===== src/rtl/rrts_pkg.sv =====
// ----------------------------------------------------------------------------
// rrts_pkg
// Shared types and codes of the round-robin time-slice scheduler.
// ----------------------------------------------------------------------------
package rrts_pkg;

  localparam int IdW   = 4;
  localparam int WorkW = 16;
  localparam int OccW  = 5;

  typedef enum logic {
    CMD_ARRIVE = 1'b0,
    CMD_TICK   = 1'b1
  } cmd_e;

  typedef enum logic [2:0] {
    S_IDLE,
    S_ARR_RD,
    S_ARR_COMMIT,
    S_REQUEUE,
    S_HEAD_RD,
    S_DISPATCH,
    S_WORK_RD,
    S_EXEC
  } state_e;

  typedef enum logic [3:0] {
    DP_NONE,
    DP_LOAD,
    DP_ARR_RD,
    DP_ARR_COMMIT,
    DP_REQUEUE,
    DP_HEAD_RD,
    DP_DISPATCH,
    DP_WORK_RD,
    DP_EXEC
  } dp_op_e;

  typedef struct packed {
    dp_op_e op;
  } dp_cmd_t;

endpackage


===== src/rtl/round_robin_time_slice_scheduler_core.sv =====
// ----------------------------------------------------------------------------
// round_robin_time_slice_scheduler_core
// Round-robin scheduler with a FIFO ready queue and a per-task time quantum.
// ----------------------------------------------------------------------------
// usage
//   command channel: start is sampled while busy is low; command_i selects a
//   task arrival (task_id_i, burst_length_i) or one time tick
//   result channel: strobe_o is high for exactly one cycle per command, with
//   accepted/ran/running_task/work_left/completed/preempted/occupancy
//   alongside; the receiver cannot stall it
//   config channel: cfg_valid_i/cfg_ready_o/cfg_data_i write the quantum,
//   which applies from the next dispatch; the user must write it only while
//   the block is idle, which the block itself does not enforce
// timing
//   arrival: work read, commit; strobe in the cycle after the commit
//   tick: requeue, ring read, dispatch, work read, execute, with registered
//   ready-ring and remaining-work reads; a new command waits for busy low
// reset
//   queue empty, no task running, all remaining work zero, quantum 1
// ----------------------------------------------------------------------------
module round_robin_time_slice_scheduler_core #(
  parameter int MAX_TASKS = 16
) (
  input  logic                         clk_i,
  input  logic                         rst_ni,
  input  logic                         start,
  output logic                         busy,
  input  logic                         command_i,
  input  logic [rrts_pkg::IdW-1:0]     task_id_i,
  input  logic [rrts_pkg::WorkW-1:0]   burst_length_i,
  input  logic                         cfg_valid_i,
  output logic                         cfg_ready_o,
  input  logic [rrts_pkg::WorkW-1:0]   cfg_data_i,
  output logic                         strobe_o,
  output logic                         accepted_o,
  output logic                         ran_o,
  output logic [rrts_pkg::IdW-1:0]     running_task_o,
  output logic [rrts_pkg::WorkW-1:0]   work_left_o,
  output logic                         completed_o,
  output logic                         preempted_o,
  output logic [rrts_pkg::OccW-1:0]    queue_occupancy_o
);
  import rrts_pkg::*;

  dp_cmd_t dp_cmd;
  logic    cfg_we;

  assign cfg_ready_o = 1'b1;
  assign cfg_we      = cfg_valid_i && cfg_ready_o;

  rrts_ctrl u_ctrl (
    .clk_i     (clk_i),
    .rst_ni    (rst_ni),
    .start     (start),
    .command_i (command_i),
    .busy      (busy),
    .dp_cmd_o  (dp_cmd)
  );

  rrts_dpath #(
    .MAX_TASKS (MAX_TASKS)
  ) u_dpath (
    .clk_i             (clk_i),
    .rst_ni            (rst_ni),
    .dp_cmd_i          (dp_cmd),
    .task_id_i         (task_id_i),
    .burst_length_i    (burst_length_i),
    .cfg_we_i          (cfg_we),
    .cfg_data_i        (cfg_data_i),
    .strobe_o          (strobe_o),
    .accepted_o        (accepted_o),
    .ran_o             (ran_o),
    .running_task_o    (running_task_o),
    .work_left_o       (work_left_o),
    .completed_o       (completed_o),
    .preempted_o       (preempted_o),
    .queue_occupancy_o (queue_occupancy_o)
  );

endmodule


===== src/rtl/rrts_ctrl.sv =====
// ----------------------------------------------------------------------------
// rrts_ctrl
// Sequencer of the scheduler: steps the datapath through an arrival or a tick.
// ----------------------------------------------------------------------------
module rrts_ctrl (
  input  logic            clk_i,
  input  logic            rst_ni,
  input  logic            start,
  input  logic            command_i,
  output logic            busy,
  output rrts_pkg::dp_cmd_t dp_cmd_o
);
  import rrts_pkg::*;

  state_e state_q, state_d;

  always_ff @(posedge clk_i or negedge rst_ni) begin
    if (!rst_ni) begin
      state_q <= S_IDLE;
    end else begin
      state_q <= state_d;
    end
  end

  always_comb begin
    state_d = state_q;
    case (state_q)
      S_IDLE: begin
        if (start) begin
          state_d = (command_i == CMD_TICK) ? S_REQUEUE : S_ARR_RD;
        end
      end
      S_ARR_RD:     state_d = S_ARR_COMMIT;
      S_ARR_COMMIT: state_d = S_IDLE;
      S_REQUEUE:    state_d = S_HEAD_RD;
      S_HEAD_RD:    state_d = S_DISPATCH;
      S_DISPATCH:   state_d = S_WORK_RD;
      S_WORK_RD:    state_d = S_EXEC;
      S_EXEC:       state_d = S_IDLE;
      default:      state_d = S_IDLE;
    endcase
  end

  always_comb begin
    dp_cmd_o.op = DP_NONE;
    case (state_q)
      S_IDLE:       dp_cmd_o.op = start ? DP_LOAD : DP_NONE;
      S_ARR_RD:     dp_cmd_o.op = DP_ARR_RD;
      S_ARR_COMMIT: dp_cmd_o.op = DP_ARR_COMMIT;
      S_REQUEUE:    dp_cmd_o.op = DP_REQUEUE;
      S_HEAD_RD:    dp_cmd_o.op = DP_HEAD_RD;
      S_DISPATCH:   dp_cmd_o.op = DP_DISPATCH;
      S_WORK_RD:    dp_cmd_o.op = DP_WORK_RD;
      S_EXEC:       dp_cmd_o.op = DP_EXEC;
      default:      dp_cmd_o.op = DP_NONE;
    endcase
  end

  assign busy = (state_q != S_IDLE);

endmodule


===== src/rtl/rrts_dpath.sv =====
// ----------------------------------------------------------------------------
// rrts_dpath
// Datapath of the scheduler: ready ring, remaining-work memory, task state.
// ----------------------------------------------------------------------------
module rrts_dpath #(
  parameter int MAX_TASKS = 16
) (
  input  logic                         clk_i,
  input  logic                         rst_ni,
  input  rrts_pkg::dp_cmd_t            dp_cmd_i,
  input  logic [rrts_pkg::IdW-1:0]     task_id_i,
  input  logic [rrts_pkg::WorkW-1:0]   burst_length_i,
  input  logic                         cfg_we_i,
  input  logic [rrts_pkg::WorkW-1:0]   cfg_data_i,
  output logic                         strobe_o,
  output logic                         accepted_o,
  output logic                         ran_o,
  output logic [rrts_pkg::IdW-1:0]     running_task_o,
  output logic [rrts_pkg::WorkW-1:0]   work_left_o,
  output logic                         completed_o,
  output logic                         preempted_o,
  output logic [rrts_pkg::OccW-1:0]    queue_occupancy_o
);
  import rrts_pkg::*;

  localparam int IdSlots = (MAX_TASKS < (1 << IdW)) ? MAX_TASKS : (1 << IdW);
  localparam int IdxW    = $clog2(IdSlots);
  localparam int PtrW    = $clog2(MAX_TASKS);
  localparam int CntW    = $clog2(MAX_TASKS + 1);

  // item latch
  logic [IdW-1:0]    id_q;
  logic [WorkW-1:0]  burst_q;

  // task state
  logic [WorkW-1:0]  quantum_q;
  logic [PtrW-1:0]   head_q, head_d, tail_q, tail_d;
  logic [CntW-1:0]   count_q, count_d;
  logic [IdW-1:0]    cur_q, cur_d;
  logic              running_q, running_d;
  logic [WorkW-1:0]  slice_q, slice_d;
  logic              requeue_q, requeue_d;

  // memories
  logic [IdW-1:0]    ring_mem [MAX_TASKS];
  logic [IdW-1:0]    ring_rd_q;
  logic              ring_we;
  logic [IdW-1:0]    ring_wdata;
  logic [WorkW-1:0]  work_mem [IdSlots];
  logic [IdSlots-1:0] work_vld_q;
  logic [WorkW-1:0]  work_rd_q;
  logic              work_rd_vld_q;
  logic [IdxW-1:0]   work_raddr, work_waddr;
  logic              work_we;
  logic [WorkW-1:0]  work_wdata;
  logic [WorkW-1:0]  work_cur;

  // results
  logic              strobe_q;
  logic              accepted_q, accepted_d;
  logic              ran_q, ran_d;
  logic [IdW-1:0]    task_q, task_d;
  logic [WorkW-1:0]  left_q, left_d;
  logic              done_q, done_d;
  logic              pre_q, pre_d;
  logic [CntW-1:0]   occ_q;
  logic [31:0]       occ_ext;

  logic              id_ok, arr_ok, not_full;
  logic [WorkW-1:0]  work_dec, slice_dec;
  logic              out_load;

  assign work_cur  = work_rd_vld_q ? work_rd_q : '0;
  assign id_ok     = ({1'b0, id_q} < (IdW + 1)'(IdSlots));
  assign not_full  = (count_q < CntW'(MAX_TASKS));
  assign arr_ok    = (burst_q != '0) && id_ok && (work_cur == '0) && not_full;
  assign work_dec  = work_cur - 1'b1;
  assign slice_dec = slice_q - 1'b1;
  assign out_load  = (dp_cmd_i.op == DP_ARR_COMMIT) || (dp_cmd_i.op == DP_EXEC);

  function automatic logic [PtrW-1:0] ptr_inc(input logic [PtrW-1:0] p);
    ptr_inc = (p == PtrW'(MAX_TASKS - 1)) ? '0 : p + 1'b1;
  endfunction

  always_comb begin
    head_d     = head_q;
    tail_d     = tail_q;
    count_d    = count_q;
    cur_d      = cur_q;
    running_d  = running_q;
    slice_d    = slice_q;
    requeue_d  = requeue_q;
    ring_we    = 1'b0;
    ring_wdata = cur_q;
    work_raddr = cur_q[IdxW-1:0];
    work_waddr = cur_q[IdxW-1:0];
    work_we    = 1'b0;
    work_wdata = work_dec;
    accepted_d = 1'b0;
    ran_d      = 1'b0;
    task_d     = '0;
    left_d     = '0;
    done_d     = 1'b0;
    pre_d      = 1'b0;
    case (dp_cmd_i.op)
      DP_ARR_RD: begin
        work_raddr = id_q[IdxW-1:0];
      end
      DP_ARR_COMMIT: begin
        accepted_d = arr_ok;
        if (arr_ok) begin
          work_we    = 1'b1;
          work_waddr = id_q[IdxW-1:0];
          work_wdata = burst_q;
          ring_we    = 1'b1;
          ring_wdata = id_q;
          tail_d     = ptr_inc(tail_q);
          count_d    = count_q + 1'b1;
        end
      end
      DP_REQUEUE: begin
        if (requeue_q) begin
          requeue_d = 1'b0;
          if (not_full) begin
            ring_we = 1'b1;
            tail_d  = ptr_inc(tail_q);
            count_d = count_q + 1'b1;
          end
        end
      end
      DP_DISPATCH: begin
        if (!running_q && (count_q != '0)) begin
          cur_d     = ring_rd_q;
          head_d    = ptr_inc(head_q);
          count_d   = count_q - 1'b1;
          slice_d   = quantum_q;
          running_d = 1'b1;
        end
      end
      DP_EXEC: begin
        if (running_q) begin
          work_we = 1'b1;
          ran_d   = 1'b1;
          task_d  = cur_q;
          left_d  = work_dec;
          slice_d = slice_dec;
          if (work_dec == '0) begin
            done_d    = 1'b1;
            slice_d   = '0;
            running_d = 1'b0;
          end else if (slice_dec == '0) begin
            pre_d     = 1'b1;
            requeue_d = 1'b1;
            running_d = 1'b0;
          end
        end
      end
      default: begin
      end
    endcase
  end

  always_ff @(posedge clk_i or negedge rst_ni) begin
    if (!rst_ni) begin
      quantum_q  <= WorkW'(1);
      head_q     <= '0;
      tail_q     <= '0;
      count_q    <= '0;
      cur_q      <= '0;
      running_q  <= 1'b0;
      slice_q    <= '0;
      requeue_q  <= 1'b0;
      work_vld_q <= '0;
      strobe_q   <= 1'b0;
    end else begin
      if (cfg_we_i) begin
        quantum_q <= cfg_data_i;
      end
      head_q    <= head_d;
      tail_q    <= tail_d;
      count_q   <= count_d;
      cur_q     <= cur_d;
      running_q <= running_d;
      slice_q   <= slice_d;
      requeue_q <= requeue_d;
      if (work_we) begin
        work_vld_q[work_waddr] <= 1'b1;
      end
      strobe_q  <= out_load;
    end
  end

  // item latch and result registers
  always_ff @(posedge clk_i) begin
    if (dp_cmd_i.op == DP_LOAD) begin
      id_q    <= task_id_i;
      burst_q <= burst_length_i;
    end
    if (out_load) begin
      accepted_q <= accepted_d;
      ran_q      <= ran_d;
      task_q     <= task_d;
      left_q     <= left_d;
      done_q     <= done_d;
      pre_q      <= pre_d;
      occ_q      <= count_d;
    end
  end

  // ready ring
  always_ff @(posedge clk_i) begin
    if (ring_we) begin
      ring_mem[tail_q] <= ring_wdata;
    end
    if (dp_cmd_i.op == DP_HEAD_RD) begin
      ring_rd_q <= ring_mem[head_q];
    end
  end

  // remaining work per task
  always_ff @(posedge clk_i) begin
    if (work_we) begin
      work_mem[work_waddr] <= work_wdata;
    end
    if ((dp_cmd_i.op == DP_ARR_RD) || (dp_cmd_i.op == DP_WORK_RD)) begin
      work_rd_q     <= work_mem[work_raddr];
      work_rd_vld_q <= work_vld_q[work_raddr];
    end
  end

  assign occ_ext           = 32'(occ_q);
  assign strobe_o          = strobe_q;
  assign accepted_o        = accepted_q;
  assign ran_o             = ran_q;
  assign running_task_o    = task_q;
  assign work_left_o       = left_q;
  assign completed_o       = done_q;
  assign preempted_o       = pre_q;
  assign queue_occupancy_o = occ_ext[OccW-1:0];

  ap_count_bound: assert property (@(posedge clk_i) disable iff (!rst_ni)
    count_q <= CntW'(MAX_TASKS))
    else $error("ready ring count beyond capacity");

  ap_done_or_pre: assert property (@(posedge clk_i) disable iff (!rst_ni)
    strobe_q |-> !(done_q && pre_q))
    else $error("completion and preemption together");

  ap_arr_or_run: assert property (@(posedge clk_i) disable iff (!rst_ni)
    strobe_q |-> !(accepted_q && ran_q))
    else $error("arrival and execution in one result");

  ap_pre_requeue: assert property (@(posedge clk_i) disable iff (!rst_ni)
    (strobe_q && pre_q) |-> requeue_q)
    else $error("preempted task not marked for requeue");

  ap_run_excl: assert property (@(posedge clk_i) disable iff (!rst_ni)
    !(running_q && requeue_q))
    else $error("task running while requeue pending");

endmodule

===== config.mk =====
export PLATFORM = sky130hd
export DESIGN_NAME = round_robin_time_slice_scheduler_core
export DESIGN_NICKNAME = d
export VERILOG_FILES = /design/src/rtl/rrts_pkg.sv /design/src/rtl/round_robin_time_slice_scheduler_core.sv /design/src/rtl/rrts_ctrl.sv /design/src/rtl/rrts_dpath.sv
export SDC_FILE = /design/constraint.sdc
export NUM_CORES = 1
export LEC_CHECK = 0
export ABC_AREA = 1
export ABC_CLOCK_PERIOD_IN_PS = 3600
export BUFFER_PORTS_ARGS = -buffer_cell sky130_fd_sc_hd__buf_2
export CELL_PAD_IN_SITES_DETAIL_PLACEMENT = 0
export CELL_PAD_IN_SITES_GLOBAL_PLACEMENT = 1
export CORE_AREA = 2 2 201 203
export CTS_BUF_LIST = sky130_fd_sc_hd__clkbuf_4 sky130_fd_sc_hd__clkbuf_8 sky130_fd_sc_hd__clkbuf_16
export DETAILED_ROUTE_END_ITERATION = 7
export DIE_AREA = 0 0 203 205
export HOLD_SLACK_MARGIN = 0.05
export PLACE_DENSITY_LB_ADDON = 0.1
export SLEW_MARGIN = 40
export SYNTH_ARGS = -nofsm -noshare
export SYNTH_HDL_FRONTEND = slang
export SYNTH_SLANG_ARGS = --single-unit

===== constraint.sdc =====
create_clock -name clk_i -period 3.6 [get_ports clk_i]
set_clock_uncertainty 0.05 [all_clocks]
set_input_delay 0.72 -clock clk_i [delete_from_list [all_inputs] [get_ports clk_i]]
set_output_delay 0.72 -clock clk_i [all_outputs]
set_load 0.01 [all_outputs]

# == Yosys cells after proc, flatten, opt, wreduce, memory -nomap -nowiden ==
# Memory sizes are Yosys's and may differ from the RTL's. A register that Yosys moved wholly into a read port is not among the register bits.
# Index checks and enable logic that the tools add are counted.
# word_totals
reg_bits,121
ramBits,320
out_inout_bits,32
mem_count,2
# classes
addsub,6
order_cmp,4
n_eq_ne,25
n_mux,51
bitwise,3
reduce_logical,25
# memory_table
name,words,word_bits,read_ports,rd_ports_with_merged_regs,write_ports,line,text
u_dpath.work_mem,16,16,1,1,1,rrts_dpath.sv:49,logic [WorkW-1:0] work_mem [IdSlots];
u_dpath.ring_mem,16,4,1,1,1,rrts_dpath.sv:45,logic [IdW-1:0] ring_mem [MAX_TASKS];
# ops
cell,count
$mux 16,6
$logic_not 16->1,3
$mux 4,8
$pmux 16 s2,1
$pmux 4 s8,1
$sub 16x1->16 const B,2
$pmux 3 s7,1
$mux 1,20
$mux 5,4
$eq 4x3->1 const B,4
$or 16x16->16,1
$reduce_bool 16->1,1
$pmux 5 s3,1
$eq 3x3->1 const B,4
$eq 4x4->1 const B,3
$lt 4x5->1 const B,2
$ne 2x1->1 const B,5
$add 4x1->4 const B,2
$eq 4x2->1 const B,2
$pmux 1 s2,4
$pmux 4 s2,1
$reduce_and 4->1,2
$eq 3x2->1 const B,2
$ne 2x2->1 const B,3
other kinds (22),31

# == Depth between registers and ports, before layout ==
# depth
ltp_word,11
mapped_depth,15
mapped_depth_nobuf,15

# == Hierarchy ==
# Synthesis repeated with hierarchy kept, for this count alone.
# hier_totals
hier_cells,1731
area_unflattened_um2,19849.0
# modules_own_cells
mod,n_inst,cells_each,area_per_inst_um2
rrts_dpath,1,1704,19662.6
rrts_ctrl,1,25,175.2
round_robin_time_slice_scheduler_core,1,2,11.3

# == Worst setup path before layout ==
# OpenSTA, ideal clock, no wires.
# synth_path
path_kind,register to register
start,reg u_dpath.work_rd_vld_q
end,mem u_dpath.work_mem[2][0] (enable)
t_arrival_ns,2.597
slack_ns,0.565
path_stages_with_launch,14
path_cell_list,edfxtp_1 -> buf_4 -> nand2_1 -> nand2_2 -> nor2_4 -> nand4_1 -> nor3_2 -> nand3_1 -> buf_6 -> inv_4 -> nand2_1 -> nand2_1 -> nand3_1 -> nor2_1
# synth_via
elab_cells_between_ends,10
# synth_rtl
item,line,text
from (decl),rrts_dpath.sv:52,logic work_rd_vld_q;
from (signal assigned),rrts_dpath.sv:227,work_rd_vld_q <= work_vld_q[work_raddr];
$mux 16,rrts_dpath.sv:73,assign work_cur = work_rd_vld_q ? work_rd_q : '0;
$logic_not 16->1,rrts_dpath.sv:76,assign arr_ok = (burst_q != '0) && id_ok && (work_cur == '0) && not_full;
$logic_and 1x1->1 (2 in a row),rrts_dpath.sv:76,
$mux 4 (2 in a row),--,
named net u_dpath.ring_wdata[1],rrts_dpath.sv:48,logic [IdW-1:0] ring_wdata;
to (decl),rrts_dpath.sv:49,
# The timed path passes the listed nets, and every way through them passes these cells.

# == Worst setup path after layout ==
# layout_path
start,reg u_dpath.burst_q[11]
end,mem u_dpath.work_mem[12][13] (enable)
# layout_via
elab_cells_between_ends,9
# layout_rtl
item,line,text
from (decl),rrts_dpath.sv:33,logic [WorkW-1:0] burst_q;
from (signal assigned),rrts_dpath.sv:197,burst_q <= burst_length_i;
$reduce_bool 16->1,rrts_dpath.sv:76,
$logic_and 1x1->1 (2 in a row),rrts_dpath.sv:76,
$mux 4 (2 in a row),--,
named net u_dpath.ring_wdata[0],rrts_dpath.sv:48,
# The timed path passes the listed nets, and every way through them passes these cells.

==> metrics <==
result of the run=completed; ANT nets after route=0; most common flop cell mapped by yosys=edfxtp_1; syn nets=1773; CP max stage cell=nor4_1; Layout area overhead=13.7%; required time of the critical path=3810 ps; ant diodes=0; Seq/Total Area, Yosys=0.688; die area=41600 um^2; Pwr per Cell Area=891 nW/um^2; r2r endpoint=u_dpath.work_mem[12][13]; Yosys top cell by area=edfxtp_1; post-DP HPWL=32500 um; nets=1871; Crit path top cell by count=nand2_1; critical path startpoint=u_dpath.burst_q[11]; GR Util All Layers=0.241; clk root buf=clkbuf_16; Synth top area share=0.598; num rows=73; largest cells by area after synthesis=edfxtp_1 60%, dfrtp_1 8.9%, nor2_1 5.6%; share of post-route cells with drive strength above 1=0.142; IO Port Bufs=71; Via density=5.55; Setup violations, final=0; Total Routed Length=49200 um; fin crit period=3320 ps; grt total ovfl=0; Clock Latency Late Sink=590 ps; Pre-antenna DRT Iters=5; vias in the first global route=12.9k; largest net degree at the start of global routing=143; leakage=0.00838 uW; Slew Limit Headroom=0.501; critical path type=register to register; TritonCTS buffer count=48; total chip power=19900 uW; CTS sink count=461; crit share post-route=0.923; initial core utilization=0.498; Setup crit start kind=register; Max clock buf depth=3; number of synthesized register bits=461; RSZ-0062 raised after global routing=false; Crit Path Max Fanout=16; Ys Warns=0; drt first-iter violations=1328; Post-Synthesis Cell Area=19600 um^2; stages on the worst setup path=13; RR Startpoint=u_dpath.burst_q[11]; wire per inst=20.7 um; setup TNS=0 ps; DIE HEIGHT=205 um; Avg Inst Size Synth=11.4 um^2; share of synthesized flip-flops with an asynchronous set or reset=0.154; CP cell instances=nor2_1, nand2_1, nor4_1, nand3_1, nand3_1, buf_4, nand2_1, o21ai_1, inv_2, nor2_1, nand2_1, inv_1, buf_4; Arr. time, crit path=3530 ps; FF-to-FF setup slack=280 ps; number of fill cells in the layout=3352; CTS HTree Levels=2; fmax=0.301 GHz; Max stage delay on crit path=510 ps; first-pass GRT wire length=75500 um; largest delay contributor family on the critical path=simple AND/OR/NAND/NOR gates; VDD IR max=0.000506 V; EDFF count, synth=390; CTS clk-pin slew, worst paths=60 ps; Die W=203 um; I/O pins=73; routed vias=13.2k; Post-Synthesis Cells=1719; max-capacitance violation count=0; DRC=0; CP bufs+invs=4; initial antenna violation count=0; core box area=39400 um^2; R2R cell count=13; Worst Setup EP=u_dpath.work_mem[12][13]; Post-CTS Resized=0; synth unique cells=43; final hold vios=0; gpl congestion=0.881; fin. max-slew vios=0; Slew @ Worst Pin=748 ps; CTS tree=yes; CP endpoint kind=register; Hold WC Path Type=input port to async pin
-- final cells by class --
cell class,instances,area (um^2),area share
clock inverter,25,171,0.00769
sequential,461,13500,0.605
multi-input combinational,1059,5340,0.240
inverter,117,443,0.0199
tap,525,657,0.0295
timing repair buffer,130,867,0.0389
clock buffer,62,1310,0.0589
-- cell usage after synthesis, types with 18 or more instances --
cell	n
edfxtp_1	390
nor2_1	294
nand2_1	247
o21ai_0	178
inv_1	97
nand3_1	82
dfrtp_1	70
clkbuf_1	55
o221ai_1	53
a21oi_1	40
o211ai_1	24
inv_2	18
-- per-layer routing --
metal  wire length, um  vias to the layer above  track usage  part of all wire
met2             23500                      339        0.394              0.48
met1             21600                     6474        0.332              0.44
li1                  -                     6310            -                 -
met4              1660                        0       0.0933             0.034
met5                 0                        -            0                 0
met3              2420                       91       0.0286             0.049
-- power breakdown --
group,switching [uW],leakage (uW),internal [uW]
clock,2040,0.000745,2650
combinational,5370,0.00318,1990
sequential,397,0.00446,7410
total,7800,0.00838,12100
-- cell usage in the layout, fill, tap and decap left out, drive strengths merged, types with 8 or more instances in the layout --
cell,synthesis,layout
o21ai,196,196
nand2,252,252
nor3,8,8
edfxtp,390,390
clkinv,1,21
o22ai,17,17
inv,116,118
o32ai,10,10
o221ai,53,53
mux2,16,16
a21oi,40,40
buf,27,129
o211ai,24,24
nand4,15,15
clkbuf,55,63
ha,13,13
xor2,9,9
dfrtp,70,70
nor2,295,295
nand3,83,83
-- what timing repair did --
item / 4_1_cts / 5_1_grt
buffers inserted: 0 / 1
hold buffers: 0 / 0
endpoints found under the setup margin: 0 / 32
-- state kept, by name (all words and copies together), names as in the netlist, 5 cells and up --
signal,flops
u_dpath.count_q,5
u_dpath.queue_occupancy_o,5
u_dpath.quantum_q,16
u_dpath.burst_q,16
u_dpath.ring_mem,64
u_dpath.work_vld_q,16
u_dpath.work_left_o,16
u_dpath.work_mem,256
u_dpath.slice_q,16
u_dpath.work_rd_q,16
-- worst min-delay path by stage --
stage | cells after the start | to | slack (ps) | from
after floorplan | 0 | u_ctrl.state_q[0] | 370 | rst_ni
after global placement | 2 | u_dpath.work_vld_q[5] | 390 | u_dpath.work_vld_q[5]
after detailed placement | 2 | u_dpath.work_vld_q[13] | 390 | u_dpath.work_vld_q[13]
after CTS | 1 | u_dpath.work_vld_q[8] | 120 | rst_ni
after global routing | 1 | u_dpath.head_q[2] | 160 | rst_ni
final | 1 | u_dpath.head_q[2] | 90 | rst_ni
-- through the flow --
| stage | cells | util | area, um^2 | worst slack, ps | hold slack [ps] |
|---|---|---|---|---|---|
| 2_1_floorplan | 1719 | - | 19600 | 565 | 371 |
| 3_3_place_gp | 2291 | 0.528 | 20800 | 326 | 386 |
| 3_5_place_dp | 2291 | 0.528 | 20800 | 248 | 389 |
| 4_1_cts | 2378 | 0.566 | 22300 | 242 | 120 |
| 5_1_grt | 2379 | 0.566 | 22300 | 14.1 | 159 |
| 6_report | 2379 | 0.566 | 22300 | 276 | 92.6 |
-- kinds of logic after synthesis --
family,Yosys count,synth area share
other cells,1,0.000191
compound gates,345,0.106
mux,22,0.0123
xor+xnor,12,0.00536
fa+ha+maj,13,0.00830
flops,461,0.688
simple gates,666,0.139
buf+inv,199,0.0401
Note: power is estimated with default switching activity, not from simulation.
